==> src/sv/u8m_pkg.sv <==
// Shared types, constants and byte-generation helpers for the UTF-8 converter.
`default_nettype none

package u8m_pkg;

  // Queue between the front and the back end
  localparam int unsigned QDEPTH = 2;
  localparam int unsigned QPTR_W = (QDEPTH > 1) ? $clog2(QDEPTH) : 1;
  localparam int unsigned QCNT_W = $clog2(QDEPTH + 1);

  // Lead byte classes
  localparam logic [7:0] LEAD4_MASK = 8'hF8;
  localparam logic [7:0] LEAD4_VAL  = 8'hF0;
  localparam logic [7:0] LEAD3_MASK = 8'hF0;
  localparam logic [7:0] LEAD3_VAL  = 8'hE0;
  localparam logic [7:0] LEAD2_MASK = 8'hE0;
  localparam logic [7:0] LEAD2_VAL  = 8'hC0;
  localparam logic [7:0] NUL_BYTE   = 8'h00;

  // Encoded null: C0 80
  localparam logic [7:0] NUL_ENC_HI = 8'hC0;
  localparam logic [7:0] NUL_ENC_LO = 8'h80;

  // Surrogate bytes: both units start with ED; high unit mid nibble A, low unit B
  localparam logic [7:0] SURR_LEAD   = 8'hED;
  localparam logic [3:0] SURR_HI_MID = 4'hA;
  localparam logic [3:0] SURR_LO_MID = 4'hB;
  localparam logic [1:0] CONT_TAG    = 2'b10;

  typedef enum logic [1:0] {
    PH_START,
    PH_COPY,
    PH_COLLECT
  } phase_e;

  typedef enum logic [1:0] {
    JOB_BYTE,
    JOB_NULL,
    JOB_SURR,
    JOB_FLUSH
  } job_kind_e;

  // data: BYTE -> [7:0]; SURR -> [19:0] offset; FLUSH -> bytes in arrival order from [7:0]
  typedef struct packed {
    job_kind_e   kind;
    logic [23:0] data;
    logic [1:0]  cnt;
    logic        last;
  } job_t;

  function automatic logic [2:0] job_len(job_t job);
    logic [2:0] len;
    case (job.kind)
      JOB_BYTE:  len = 3'd1;
      JOB_NULL:  len = 3'd2;
      JOB_SURR:  len = 3'd6;
      JOB_FLUSH: len = {1'b0, job.cnt};
      default:   len = 3'd1;
    endcase
    return len;
  endfunction

  function automatic logic [7:0] job_byte(job_t job, logic [2:0] idx);
    logic [7:0] b;
    b = job.data[7:0];
    case (job.kind)
      JOB_BYTE: b = job.data[7:0];
      JOB_NULL: b = (idx == 3'd0) ? NUL_ENC_HI : NUL_ENC_LO;
      JOB_SURR: begin
        case (idx)
          3'd0:    b = SURR_LEAD;
          3'd1:    b = {SURR_HI_MID, job.data[19:16]};
          3'd2:    b = {CONT_TAG, job.data[15:10]};
          3'd3:    b = SURR_LEAD;
          3'd4:    b = {SURR_LO_MID, job.data[9:6]};
          3'd5:    b = {CONT_TAG, job.data[5:0]};
          default: b = SURR_LEAD;
        endcase
      end
      JOB_FLUSH: begin
        case (idx)
          3'd0:    b = job.data[7:0];
          3'd1:    b = job.data[15:8];
          3'd2:    b = job.data[23:16];
          default: b = job.data[7:0];
        endcase
      end
      default: b = job.data[7:0];
    endcase
    return b;
  endfunction

endpackage

`default_nettype wire

==> src/sv/u8m_in_if.sv <==
// Input channel: one UTF-8 byte per word.
`default_nettype none

interface u8m_in_if;
  logic       valid;
  logic       ready;
  logic [7:0] in_byte;
  logic       end_of_data;

  modport source (output valid, output in_byte, output end_of_data, input ready);
  modport sink   (input valid, input in_byte, input end_of_data, output ready);
endinterface

`default_nettype wire

==> src/sv/u8m_out_if.sv <==
// Output channel: one modified UTF-8 byte per word.
`default_nettype none

interface u8m_out_if;
  logic       valid;
  logic       ready;
  logic [7:0] out_byte;
  logic       last_of_run;
  logic       stream_done;

  modport source (output valid, output out_byte, output last_of_run, output stream_done,
                  input ready);
  modport sink   (input valid, input out_byte, input last_of_run, input stream_done,
                  output ready);
endinterface

`default_nettype wire

==> src/sv/u8m_front.sv <==
// Front end: tracks sequence state per input byte and issues output jobs.
`default_nettype none

module u8m_front (
  input  wire logic          clk_i,
  input  wire logic          rst_ni,
  input  wire logic          in_valid_i,
  output logic               in_ready_o,
  input  wire logic [7:0]    in_byte_i,
  input  wire logic          end_of_data_i,
  output logic               job_valid_o,
  output u8m_pkg::job_t      job_o,
  input  wire logic          job_ready_i
);
  import u8m_pkg::*;

  phase_e      phase_q, phase_d;
  logic [1:0]  rem_q, rem_d;
  logic [1:0]  cnt_q, cnt_d;
  logic [7:0]  coll_q [3];
  logic        coll_we;
  logic [1:0]  coll_wa;
  logic        accept;
  logic        is_lead4, is_lead3, is_lead2;
  logic [19:0] cp;
  logic        job_present;

  assign in_ready_o = job_ready_i;
  assign accept     = in_valid_i && in_ready_o;

  assign is_lead4 = (in_byte_i & LEAD4_MASK) == LEAD4_VAL;
  assign is_lead3 = (in_byte_i & LEAD3_MASK) == LEAD3_VAL;
  assign is_lead2 = (in_byte_i & LEAD2_MASK) == LEAD2_VAL;

  assign cp = {coll_q[0][1:0], coll_q[1][5:0], coll_q[2][5:0], in_byte_i[5:0]};

  // next state
  always_comb begin
    phase_d = phase_q;
    rem_d   = rem_q;
    cnt_d   = cnt_q;
    coll_we = 1'b0;
    coll_wa = cnt_q;
    case (phase_q)
      PH_COPY: begin
        rem_d = (rem_q != 2'd0) ? rem_q - 2'd1 : 2'd0;
        if (rem_d == 2'd0) begin
          phase_d = PH_START;
        end
      end
      PH_COLLECT: begin
        if (cnt_q == 2'd3) begin
          cnt_d   = 2'd0;
          phase_d = PH_START;
        end else begin
          coll_we = 1'b1;
          coll_wa = cnt_q;
          cnt_d   = cnt_q + 2'd1;
        end
      end
      default: begin
        phase_d = PH_START;
        if (in_byte_i == NUL_BYTE) begin
          phase_d = PH_START;
        end else if (is_lead4) begin
          coll_we = 1'b1;
          coll_wa = 2'd0;
          cnt_d   = 2'd1;
          phase_d = PH_COLLECT;
        end else if (is_lead2) begin
          rem_d   = 2'd1;
          phase_d = PH_COPY;
        end else if (is_lead3) begin
          rem_d   = 2'd2;
          phase_d = PH_COPY;
        end
      end
    endcase
    if (end_of_data_i) begin
      phase_d = PH_START;
      rem_d   = 2'd0;
      cnt_d   = 2'd0;
    end
  end

  // job output
  always_comb begin
    job_present     = 1'b1;
    job_o.kind      = JOB_BYTE;
    job_o.data      = {16'd0, in_byte_i};
    job_o.cnt       = 2'd0;
    job_o.last      = end_of_data_i;
    case (phase_q)
      PH_COPY: begin
        job_o.kind = JOB_BYTE;
      end
      PH_COLLECT: begin
        if (cnt_q == 2'd3) begin
          job_o.kind = JOB_SURR;
          // offset = cp - 0x10000 mod 2^20: only the top nibble moves
          job_o.data = {4'd0, cp[19:16] - 4'd1, cp[15:0]};
        end else if (end_of_data_i) begin
          // cut short: flush what was held plus this byte
          job_o.kind = JOB_FLUSH;
          job_o.cnt  = cnt_q + 2'd1;
          job_o.data = {in_byte_i, (cnt_q == 2'd1) ? in_byte_i : coll_q[1], coll_q[0]};
        end else begin
          job_present = 1'b0;
        end
      end
      default: begin
        if (in_byte_i == NUL_BYTE) begin
          job_o.kind = JOB_NULL;
        end else if (is_lead4) begin
          if (end_of_data_i) begin
            job_o.kind = JOB_FLUSH;
            job_o.cnt  = 2'd1;
          end else begin
            job_present = 1'b0;
          end
        end
      end
    endcase
  end

  assign job_valid_o = in_valid_i && job_present;

  always_ff @(posedge clk_i or negedge rst_ni) begin
    if (!rst_ni) begin
      phase_q <= PH_START;
      rem_q   <= 2'd0;
      cnt_q   <= 2'd0;
    end else if (accept) begin
      phase_q <= phase_d;
      rem_q   <= rem_d;
      cnt_q   <= cnt_d;
    end
  end

  always_ff @(posedge clk_i) begin
    if (accept && coll_we) begin
      coll_q[coll_wa] <= in_byte_i;
    end
  end

endmodule

`default_nettype wire

==> src/sv/u8m_fifo.sv <==
// Short job queue between the front and the back end.
`default_nettype none

module u8m_fifo (
  input  wire logic          clk_i,
  input  wire logic          rst_ni,
  input  wire logic          push_valid_i,
  input  wire u8m_pkg::job_t push_job_i,
  output logic               push_ready_o,
  output logic               pop_valid_o,
  output u8m_pkg::job_t      pop_job_o,
  input  wire logic          pop_ready_i
);
  import u8m_pkg::*;

  job_t              mem_q [QDEPTH];
  logic [QPTR_W-1:0] wr_ptr_q, rd_ptr_q;
  logic [QCNT_W-1:0] cnt_q;
  logic              push, pop;

  assign push_ready_o = cnt_q != QCNT_W'(QDEPTH);
  assign pop_valid_o  = cnt_q != '0;
  assign pop_job_o    = mem_q[rd_ptr_q];
  assign push         = push_valid_i && push_ready_o;
  assign pop          = pop_valid_o && pop_ready_i;

  always_ff @(posedge clk_i or negedge rst_ni) begin
    if (!rst_ni) begin
      wr_ptr_q <= '0;
      rd_ptr_q <= '0;
      cnt_q    <= '0;
    end else begin
      if (push) begin
        wr_ptr_q <= (wr_ptr_q == QPTR_W'(QDEPTH - 1)) ? '0 : wr_ptr_q + QPTR_W'(1);
      end
      if (pop) begin
        rd_ptr_q <= (rd_ptr_q == QPTR_W'(QDEPTH - 1)) ? '0 : rd_ptr_q + QPTR_W'(1);
      end
      if (push && !pop) begin
        cnt_q <= cnt_q + QCNT_W'(1);
      end else if (pop && !push) begin
        cnt_q <= cnt_q - QCNT_W'(1);
      end
    end
  end

  always_ff @(posedge clk_i) begin
    if (push) begin
      mem_q[wr_ptr_q] <= push_job_i;
    end
  end

endmodule

`default_nettype wire

==> src/sv/u8m_back.sv <==
// Back end: expands each job into bytes, one per unstalled cycle.
`default_nettype none

module u8m_back (
  input  wire logic          clk_i,
  input  wire logic          rst_ni,
  input  wire logic          job_valid_i,
  input  wire u8m_pkg::job_t job_i,
  output logic               job_ready_o,
  output logic               out_valid_o,
  input  wire logic          out_ready_i,
  output logic [7:0]         out_byte_o,
  output logic               last_of_run_o,
  output logic               stream_done_o
);
  import u8m_pkg::*;

  logic [2:0] idx_q, idx_d;
  logic [2:0] len;
  logic       advance, final_byte;
  logic       out_valid_q, out_valid_d;
  logic [7:0] byte_q;
  logic       last_q, done_q;

  assign len        = job_len(job_i);
  assign final_byte = idx_q == (len - 3'd1);
  assign advance    = job_valid_i && (!out_valid_q || out_ready_i);
  assign job_ready_o = advance && final_byte;

  always_comb begin
    idx_d = idx_q;
    if (advance) begin
      idx_d = final_byte ? 3'd0 : idx_q + 3'd1;
    end
    out_valid_d = out_valid_q;
    if (advance) begin
      out_valid_d = 1'b1;
    end else if (out_ready_i) begin
      out_valid_d = 1'b0;
    end
  end

  always_ff @(posedge clk_i or negedge rst_ni) begin
    if (!rst_ni) begin
      idx_q       <= 3'd0;
      out_valid_q <= 1'b0;
    end else begin
      idx_q       <= idx_d;
      out_valid_q <= out_valid_d;
    end
  end

  always_ff @(posedge clk_i) begin
    if (advance) begin
      byte_q <= job_byte(job_i, idx_q);
      last_q <= final_byte;
      done_q <= final_byte && job_i.last;
    end
  end

  assign out_valid_o   = out_valid_q;
  assign out_byte_o    = byte_q;
  assign last_of_run_o = last_q;
  assign stream_done_o = done_q;

`ifndef SYNTHESIS
  a_done_is_last: assert property (@(posedge clk_i) disable iff (!rst_ni)
    out_valid_q && done_q |-> last_q)
    else $error("stream_done without last_of_run");

  a_idx_in_job: assert property (@(posedge clk_i) disable iff (!rst_ni)
    job_valid_i |-> idx_q < len)
    else $error("byte index beyond job length");

  a_idx_needs_job: assert property (@(posedge clk_i) disable iff (!rst_ni)
    idx_q != 3'd0 |-> job_valid_i)
    else $error("job left queue while partly sent");

  a_pop_resets_idx: assert property (@(posedge clk_i) disable iff (!rst_ni)
    job_valid_i && job_ready_o |=> idx_q == 3'd0)
    else $error("index not cleared after job done");
`endif

endmodule

`default_nettype wire

==> src/sv/utf8_to_modified_utf8_top.sv <==
// Standard UTF-8 to modified UTF-8 converter, top level.
//
// Usage:
//   in_i  : one UTF-8 byte per word (in_byte), end_of_data on the final byte of a buffer.
//   out_o : one modified UTF-8 byte per word; last_of_run marks the final byte that an
//           input byte causes, stream_done the final byte of the buffer.
//   A 0x00 at a sequence start leaves as C0 80; a four-byte sequence leaves as two
//   three-byte surrogates on its fourth byte; all else is copied. A four-byte
//   sequence cut short by end_of_data is flushed raw.
// Timing:
//   The front end classifies a byte in the cycle it is accepted and pushes a job into a
//   two-entry queue; the back end expands jobs into bytes at one word per cycle through
//   an output register; output bytes pass a queue entry and then that register.
//   Input is taken every cycle while the queue has room, so plain bytes flow at one
//   per cycle; a null yields two output bytes and a four-byte sequence six, which the
//   single output port sets as the bound.
// Reset: clears sequence state, queue and output valid; no words are pending.
// Stall: a held-off output keeps its word; the queue fills and then in_i.ready drops.
`default_nettype none

module utf8_to_modified_utf8_top (
  input  wire logic  clk_i,
  input  wire logic  rst_ni,
  u8m_in_if.sink     in_i,
  u8m_out_if.source  out_o
);
  import u8m_pkg::*;

  logic job_valid, job_ready;
  job_t job;
  logic q_valid, q_ready;
  job_t q_job;

  u8m_front u_front (
    .clk_i         (clk_i),
    .rst_ni        (rst_ni),
    .in_valid_i    (in_i.valid),
    .in_ready_o    (in_i.ready),
    .in_byte_i     (in_i.in_byte),
    .end_of_data_i (in_i.end_of_data),
    .job_valid_o   (job_valid),
    .job_o         (job),
    .job_ready_i   (job_ready)
  );

  u8m_fifo u_fifo (
    .clk_i        (clk_i),
    .rst_ni       (rst_ni),
    .push_valid_i (job_valid),
    .push_job_i   (job),
    .push_ready_o (job_ready),
    .pop_valid_o  (q_valid),
    .pop_job_o    (q_job),
    .pop_ready_i  (q_ready)
  );

  u8m_back u_back (
    .clk_i         (clk_i),
    .rst_ni        (rst_ni),
    .job_valid_i   (q_valid),
    .job_i         (q_job),
    .job_ready_o   (q_ready),
    .out_valid_o   (out_o.valid),
    .out_ready_i   (out_o.ready),
    .out_byte_o    (out_o.out_byte),
    .last_of_run_o (out_o.last_of_run),
    .stream_done_o (out_o.stream_done)
  );

endmodule

`default_nettype wire

==> src/flat_wrapper.sv <==
// flat-port wrapper written by rule: the top's interface ports become plain ports
module utf8_to_modified_utf8_top_flat import u8m_pkg::*;
  (clk_i, rst_ni, in_i_valid, in_i_in_byte, in_i_end_of_data, in_i_ready, out_o_valid, out_o_out_byte, out_o_last_of_run, out_o_stream_done, out_o_ready);
  u8m_in_if in_i_i ();
  u8m_out_if out_o_i ();
  input  wire logic clk_i;
  input  wire logic rst_ni;
  input wire logic [$bits(in_i_i.valid)-1:0] in_i_valid;
  input wire logic [$bits(in_i_i.in_byte)-1:0] in_i_in_byte;
  input wire logic [$bits(in_i_i.end_of_data)-1:0] in_i_end_of_data;
  output wire logic [$bits(in_i_i.ready)-1:0] in_i_ready;
  output wire logic [$bits(out_o_i.valid)-1:0] out_o_valid;
  output wire logic [$bits(out_o_i.out_byte)-1:0] out_o_out_byte;
  output wire logic [$bits(out_o_i.last_of_run)-1:0] out_o_last_of_run;
  output wire logic [$bits(out_o_i.stream_done)-1:0] out_o_stream_done;
  input wire logic [$bits(out_o_i.ready)-1:0] out_o_ready;
  assign in_i_i.valid = in_i_valid;
  assign in_i_i.in_byte = in_i_in_byte;
  assign in_i_i.end_of_data = in_i_end_of_data;
  assign in_i_ready = in_i_i.ready;
  assign out_o_valid = out_o_i.valid;
  assign out_o_out_byte = out_o_i.out_byte;
  assign out_o_last_of_run = out_o_i.last_of_run;
  assign out_o_stream_done = out_o_i.stream_done;
  assign out_o_i.ready = out_o_ready;
  utf8_to_modified_utf8_top u_core (.clk_i(clk_i), .rst_ni(rst_ni), .in_i(in_i_i), .out_o(out_o_i));
endmodule
==> config.mk <==
export PLATFORM = sky130hd
export DESIGN_NAME = utf8_to_modified_utf8_top_flat
export DESIGN_NICKNAME = d
export VERILOG_FILES = /design/src/sv/u8m_pkg.sv /design/src/sv/u8m_in_if.sv /design/src/sv/u8m_out_if.sv /design/src/sv/u8m_front.sv /design/src/sv/u8m_fifo.sv /design/src/sv/u8m_back.sv /design/src/sv/utf8_to_modified_utf8_top.sv /design/src/flat_wrapper.sv
export SDC_FILE = /design/constraint.sdc
export NUM_CORES = 1
export LEC_CHECK = 0
export BUFFER_PORTS_ARGS = -buffer_cell sky130_fd_sc_hd__buf_2
export CAP_MARGIN = 40
export CORE_MARGIN = 2
export CORE_UTILIZATION = 60
export DETAILED_ROUTE_END_ITERATION = 10
export GPL_ROUTABILITY_DRIVEN = 0
export PLACE_DENSITY_LB_ADDON = 0.08
export RECOVER_POWER = 25
export SYNTH_ARGS = -nofsm -noshare
export SYNTH_HDL_FRONTEND = slang
export SYNTH_SLANG_ARGS = --single-unit
==> constraint.sdc <==
create_clock -name clk_i -period 7.65 [get_ports clk_i]
set_input_delay 0.3825 -clock clk_i [delete_from_list [all_inputs] [get_ports clk_i]]
set_output_delay 0.3825 -clock clk_i [all_outputs]
set_load 0.01 [all_outputs]
After elaboration in Yosys (flattened, before gate mapping)
Memory sizes are Yosys's and may differ from the RTL's.
Cells that the tools add are included.
Storage, ports and cells
  register bits after elaboration: 24
  memory bits (writable): 82
  input bits: 13
  logic and storage cells: 134
  memories: 2
Cells by class
  $add $sub $neg: 9
  equality and inequality tests: 23
  muxes and demuxes: 61
  reduce and logical (&&, ||, !) cells: 28
Memories
  u_core.u_fifo.mem_q: words 2, bits a word 29, rd ports 1, clocked after Yosys merged registers in 0, wr ports 1, line u8m_fifo.sv:16  | job_t mem_q [QDEPTH];
  u_core.u_front.coll_q: words 3, bits a word 8, rd ports 3, clocked after Yosys merged registers in 0, wr ports 1, line u8m_front.sv:20  | logic [7:0] coll_q [3];
Operators with widths (number)
  $mux W2: 24
  $pmux W8 S4: 1
  $mux W28: 1
  $pmux W7 S4: 1
  $mux W26: 1
  $mux W24: 1
  $mux W1: 20
  $pmux W2 S2: 5
  $pmux W8 S2: 1
  $pmux W3 S4: 1
  $logic_and A1 B1 Y1: 10
  $eq A3 B3 Y1 const B: 3
  $ne A3 B2 Y1 const B: 3
  $eq A2 B2 Y1 const B: 4
  $logic_not A8 Y1: 1
  $mux W8: 1
  $reduce_bool A2 Y1: 4
  $mux W7: 1
  $eq A2 B1 Y1 const B: 3
  $ne A2 B2 Y1 const B: 3
  $ne A3 B3 Y1 const B: 2
  $eq A5 B5 Y1 const B: 1
  $reduce_and A5 Y1: 1
  $add A2 B1 Y2 const B: 2
  other kinds (20): 26

Longest topological paths before layout
  depth after elaboration: 10
  gate-level depth with buffers: 15
  gate-level depth less buffers: 13

Hierarchy
Synthesis repeated with hierarchy kept, for this count alone.
Unflattened totals
  cells, all modules: 408
  area, all modules: 5245.0 um^2
By module, submodules not included
  u8m_fifo: times used 1, cells each 108, area an instance 2313.5 um^2, seq. area each 1841.8 um^2
  u8m_front: times used 1, cells each 179, area an instance 1751.7 um^2, seq. area each 810.8 um^2
  u8m_back: times used 1, cells each 121, area an instance 1179.9 um^2, seq. area each 400.4 um^2

Worst setup path before layout
No wires, ideal clock.
  path type: register to register
  start point: reg u_core.u_front.phase_q[0]
  end point: mem u_core.u_fifo.mem_q[0][0] (netlist bit), enable pin
  data arrival time: 2.742 ns
  data required time: 7.232 ns
  slack: 4.489 ns
  stages on the path, launching flop included: 7
  path through: dfrtp_1 inv_1 ha_1 clkbuf_1 o21ai_0 a211oi_2 nor2b_1
On the way
  cells in the longest elaborated chain, start to end: 6
  elaborated cells between the ends (all ways): 7
  classes of those cells: eq/ne (2); mux (3); reduce/logical (2)
Ends and longest elaborated chain
  from (decl): line u8m_front.sv:17  | phase_e phase_q, phase_d;
  from (signal assigned): line u8m_front.sv:134  | phase_q <= phase_d;
  $eq A2 B2 Y1 or $eq A2 B1 Y1 (tied branches): line u8m_front.sv:93  | case (phase_q)
  $pmux W1 S2 *: line u8m_front.sv:93
  $logic_and A1 B1 Y1 *: line u8m_front.sv:126  | assign job_valid_o = in_valid_i && job_present;
  $logic_and A1 B1 Y1 *: line u8m_fifo.sv:24  | assign push = push_valid_i && push_ready_o;
  net u_core.u_fifo.push: line u8m_fifo.sv:19  | logic push, pop;
  $mux W1 *: line u8m_fifo.sv:48  | if (push) begin
  $mux W1 (implied by the code) *: line u8m_fifo.sv:49  | mem_q[wr_ptr_q] <= push_job_i;
  to (decl): line u8m_fifo.sv:16
Mark *: on every way through the listed nets, which the timed path passes. The rest lies on a longest branch.

Worst setup path in the final report
  start point: reg u_core.u_fifo.rd_ptr_q
  end point: reg u_core.u_fifo.cnt_q[1]
On the way
  cells in the longest elaborated chain, start to end: 10
  elaborated cells between the ends (all ways): 15
  classes of those cells: add/sub (1); eq/ne (4); mux (2); reduce/logical (7); memory (1)
Ends and longest elaborated chain
  from (decl): line u8m_fifo.sv:17  | logic [QPTR_W-1:0] wr_ptr_q, rd_ptr_q;
  from (signal assigned): line u8m_fifo.sv:37  | rd_ptr_q <= (rd_ptr_q == QPTR_W'(QDEPTH - 1)) ? '0 : rd_ptr_q + QPTR_W'(1);
  $mem_v2 Z2 W29 *
  $eq A2 B2 Y1, or another cell as far along: line u8m_pkg.sv:53  | case (job.kind)
  $pmux W3 S4 *: line u8m_pkg.sv:53
  $sub A3 B1 Y3 *: line u8m_back.sv:26  | assign final_byte = idx_q == (len - 3'd1);
  $eq A3 B3 Y1 *: line u8m_back.sv:26
  $logic_and A1 B1 Y1 *: line u8m_back.sv:28  | assign job_ready_o = advance && final_byte;
  $logic_and A1 B1 Y1 *: line u8m_fifo.sv:25  | assign pop = pop_valid_o && pop_ready_i;
  $logic_not A1 Y1: line u8m_fifo.sv:39  | if (push && !pop) begin
  $logic_and A1 B1 Y1: line u8m_fifo.sv:39
  $mux W2 or $reduce_bool A2 Y1 (tied branches)
  to (signal assigned): line u8m_fifo.sv:40  | cnt_q <= cnt_q + QCNT_W'(1);
  to (signal assigned): line u8m_fifo.sv:42  | cnt_q <= cnt_q - QCNT_W'(1);
  to (decl): line u8m_fifo.sv:18  | logic [QCNT_W-1:0] cnt_q;
Mark *: on every way between the ends. The rest lies on a longest branch, timed or not.
A chain may end at the register's enable or synchronous reset.

==> metrics.md <==
| Metric | Value |
|---|---|
| Met3 usage | `4.585%` |
| EDFF count, synth | `90` |
| Maximum clock rate | `0.3111 GHz` |
| Synth area leaders | `edfxtp_1 54%, dfrtp_1 6.9%, mux2i_1 4.8%` |
| Fin Setup TNS | `0 ns` |
| Hold path endpoint | `u_core.u_back.out_valid_o$_DFFE_PN0P_` |
| Final hold violations | `0` |
| Pwr/cell area | `361.3 nW/um^2` |
| Clock Tree Buf Depth | `2` |
| Resize count post-CTS | `0` |
| Core box area | `8175 um^2` |
| Post-Syn Area per Cell | `12.36 um^2` |
| HP Class | `in2reg` |
| Worst Path Max Fanout | `40` |
| CTS Buf Count | `9` |
| Main synth FF type | `edfxtp_1` |
| Yosys top cell by area | `edfxtp_1` |
| Root Driver | `clkbuf_8` |
| Worst-Skew Late Latency | `0.35 ns` |
| CP max stage delay | `0.45 ns` |
| Via count | `3310` |
| Minimum clock period | `3.215 ns` |
| Fin Clk Skew | `0.01199 ns` |
| Worst slack at placement | `4.491 ns` |
| Critical R2R Launch | `u_core.u_fifo.rd_ptr_q$_DFFE_PN0P_` |
| Detailed Route WL | `9872 um` |
| Hold Path Stages | `2` |
| Drt first pass iters | `5` |
| Startpoint types | `flop` |
| GR Util met1 | `33.17%` |
| Post-synthesis sequential area ratio | `60.56%` |
| Met2 Usage GRT | `37.88%` |
| Critical Path RT | `7.93 ns` |
| Reg2Reg Setup Slack | `4.44 ns` |
| Most common cell in the synthesized netlist | `edfxtp_1` |
| ANT cells | `0` |
| Fillers | `589` |
| GRT Util Overall | `23.61%` |
| Synth async-reset ratio | `13.46%` |
| Io pins | `25` |
| Initial antenna violation count | `0` |
| Outcome | `finished clean` |
| Synthesized area | `5041 um^2` |
| Critical Path Sink Type | `flop` |
| Layout cells sized above 1 | `12.10%` |
| Pins Over Slew Limit | `0` |
| Clock sinks | `104` |
| Drt via density | `6.096` |
| VDD IR max | `0.1557 mV` |
| Syn nets | `432` |
| Slowest stage cell, crit path | `buf_4` |
| Worst path buffer plus inverter count | `2` |
| Max cap viols | `0` |
| Critical path class | `reg2reg` |
| Share of the synthesized area in the top cell type | `53.61%` |
| FF+latch count, synth | `104` |
| Period utilization | `42.02%` |
| Cells after Synth | `408` |
| Post-route ant nets | `0` |
| Yosys warnings | `0` |
| Chip width | `95.66 um` |
| Initial Utilization | `61.66%` |
| 1st-iter DRT viols | `228` |
| Data arrival, critical path | `3.50 ns` |
| CTS tree | `done` |
| Critical path cell sequence | `buf_4 -> o32a_1 -> o21ai_0 -> ha_1 -> xnor2_1 -> nor2b_1 -> mux2i_1 -> nor4b_4 -> inv_1 -> ha_1 -> xor2_1 -> nor2_1 -> xor2_1` |
| GRT busiest layer | `met2` |
| Unrepaired setup endpoints after global routing | `false` |
| CTS clk-pin slew, worst paths | `0.10 ns` |
| Overflow after GRT | `0` |
| H-tree Lvls | `3` |
| Slew HR | `47.18%` |
| Worst-Margin Slew | `0.7923 ns` |
| Crit-path leading delay family | `compound AO/OA/AOI/OAI gates` |
| Port bufs | `24` |
| DIE AREA | `9151 um^2` |
| Detail Placement HPWL | `6897 um` |
| Post-synth cell types | `54` |
| Final setup viols | `0` |
| Crit path from | `u_core.u_fifo.rd_ptr_q$_DFFE_PN0P_` |
| Worst Reg2Reg Path Length in Cells | `13` |
| Global-route wire length before repair | `16010 um` |
| Largest net degree at the start of global routing | `41` |
| R2r endpoint | `u_core.u_fifo.cnt_q[1]$_DFFE_PN0P_` |
| Drt wl/cell | `18.18 um` |
| Area Growth Syn to Fin | `7.967%` |
| Chip Height | `95.66 um` |
| DRC Markers | `0` |
| Min-delay src | `out_o_ready` |
| Commonest cells post-synth | `90 x edfxtp_1, 52 x nand2_1, 34 x o21ai_0` |
| # rows | `33` |
| Fin nets | `458` |
| Vias in the first global route | `3129` |
| Leakage power | `0.001964 uW` |
| PnR worst setup slack | `4.435 ns` |
layout by cell type (no fill, tap or decap), types with 2 or more instances in the layout:
cell type,synthesis,layout
o21a_1,3,3
nor4_1,7,7
mux4_2,2,2
a22o_1,4,4
dfrtp_1,14,14
a32oi_1,2,2
a21oi_1,17,17
o221ai_1,2,2
clkinvlp_4,0,2
clkinv_1,1,2
o31ai_1,2,2
a22oi_1,2,2
nand4_1,2,2
o21ai_0,34,34
clkbuf_8,0,9
nand2b_1,5,5
and2_1,2,2
and3_1,6,6
inv_6,0,2
buf_2,1,8
buf_4,3,5
nor2b_2,1,2
ha_1,11,11
xor2_1,4,4
a221oi_1,2,2
inv_1,15,15
nor2b_1,5,4
edfxtp_1,90,90
mux2_2,14,14
mux2i_1,24,24
clkbuf_1,12,17
nor3_1,7,7
nand3_1,7,7
nor2_1,17,17
xnor2_1,5,5
o22ai_1,10,10
o21bai_1,3,3
a31oi_1,2,2
nand2_1,52,52
how the worst max path moves through the flow:
stage	endpoint	cells past startpoint
after floorplan	u_core.u_fifo.mem_q[0][0]$_DFFE_PP_	6
after global placement	u_core.u_fifo.cnt_q[1]$_DFFE_PN0P_	13
after detailed placement	u_core.u_fifo.cnt_q[1]$_DFFE_PN0P_	13
after CTS	u_core.u_fifo.cnt_q[1]$_DFFE_PN0P_	13
after global routing	u_core.u_fifo.cnt_q[1]$_DFFE_PN0P_	12
final	u_core.u_fifo.cnt_q[1]$_DFFE_PN0P_	13
sequential cells by signal (all words and copies together), names as in the netlist, 2 cells and up:
register,cells
u_core.u_back.out_byte_o,8
u_core.u_back.idx_q,3
u_core.u_fifo.cnt_q,2
u_core.u_front.rem_q,2
u_core.u_front.phase_q,2
u_core.u_front.coll_q,22
u_core.u_front.cnt_q,2
u_core.u_fifo.mem_q,58
repair_timing:
action,4_1_cts,5_1_grt
hold buffers,1,0
buffers inserted,0,0
hold endpoints to repair,14,0
power breakdown:
part	switching, uW	internal, uW	total [uW]
combinational	471	311	782
sequential	71.8	782	854
clock	180	151	330
total	722	1240	1970
per-layer routing:
layer / up-vias / part of all wire (%)
met5: - / 0
met4: 0 / 1.3
met3: 15 / 5.6
met2: 130 / 48
met1: 1580 / 46
li1: 1585 / -
per-stage QoR:
step	instances	area, um^2	total power [uW]	hold slack, ns	utilization (%)
after floorplan	408	5041	1453	0.08691	-
after global placement	525	5249	1625	0.2995	64.20
after detailed placement	527	5266	1643	0.3065	64.42
after CTS	543	5466	1978	0.2020	66.87
after global routing	543	5443	2096	0.2121	66.57
final	543	5443	1967	0.2167	66.57
cell families after synthesis:
kind of cell / synth area share [%]
and+or+nand+nor: 11.07
DFF: 60.56
AOI/OAI and AO/OA: 12.43
muxes: 8.786
buffers and inverters: 2.854
adders and majority gates: 2.730
xor gates and xnor gates: 1.564
worst reg2reg max path, stage by stage (launching register included):
cell     delay [ns]
dfrtp_1        0.33
buf_4          0.45
o32a_1         0.46
o21ai_0        0.15
ha_1           0.30
xnor2_1        0.14
nor2b_1        0.11
mux2i_1        0.16
nor4b_4        0.32
inv_1          0.08
ha_1           0.19
xor2_1         0.14
nor2_1         0.14
xor2_1         0.16
layout make-up:
class	count	area [um^2]	share of cell area, %
sequential	104	3053	56.09
multi-input combinational	271	1847	33.93
timing repair buffer	32	161.4	2.966
tap	105	131.4	2.414
clock buffer	9	123.9	2.276
clock inverter	6	66.31	1.218
inverter	16	60.06	1.103
Power figures use the tool's default switching activity.
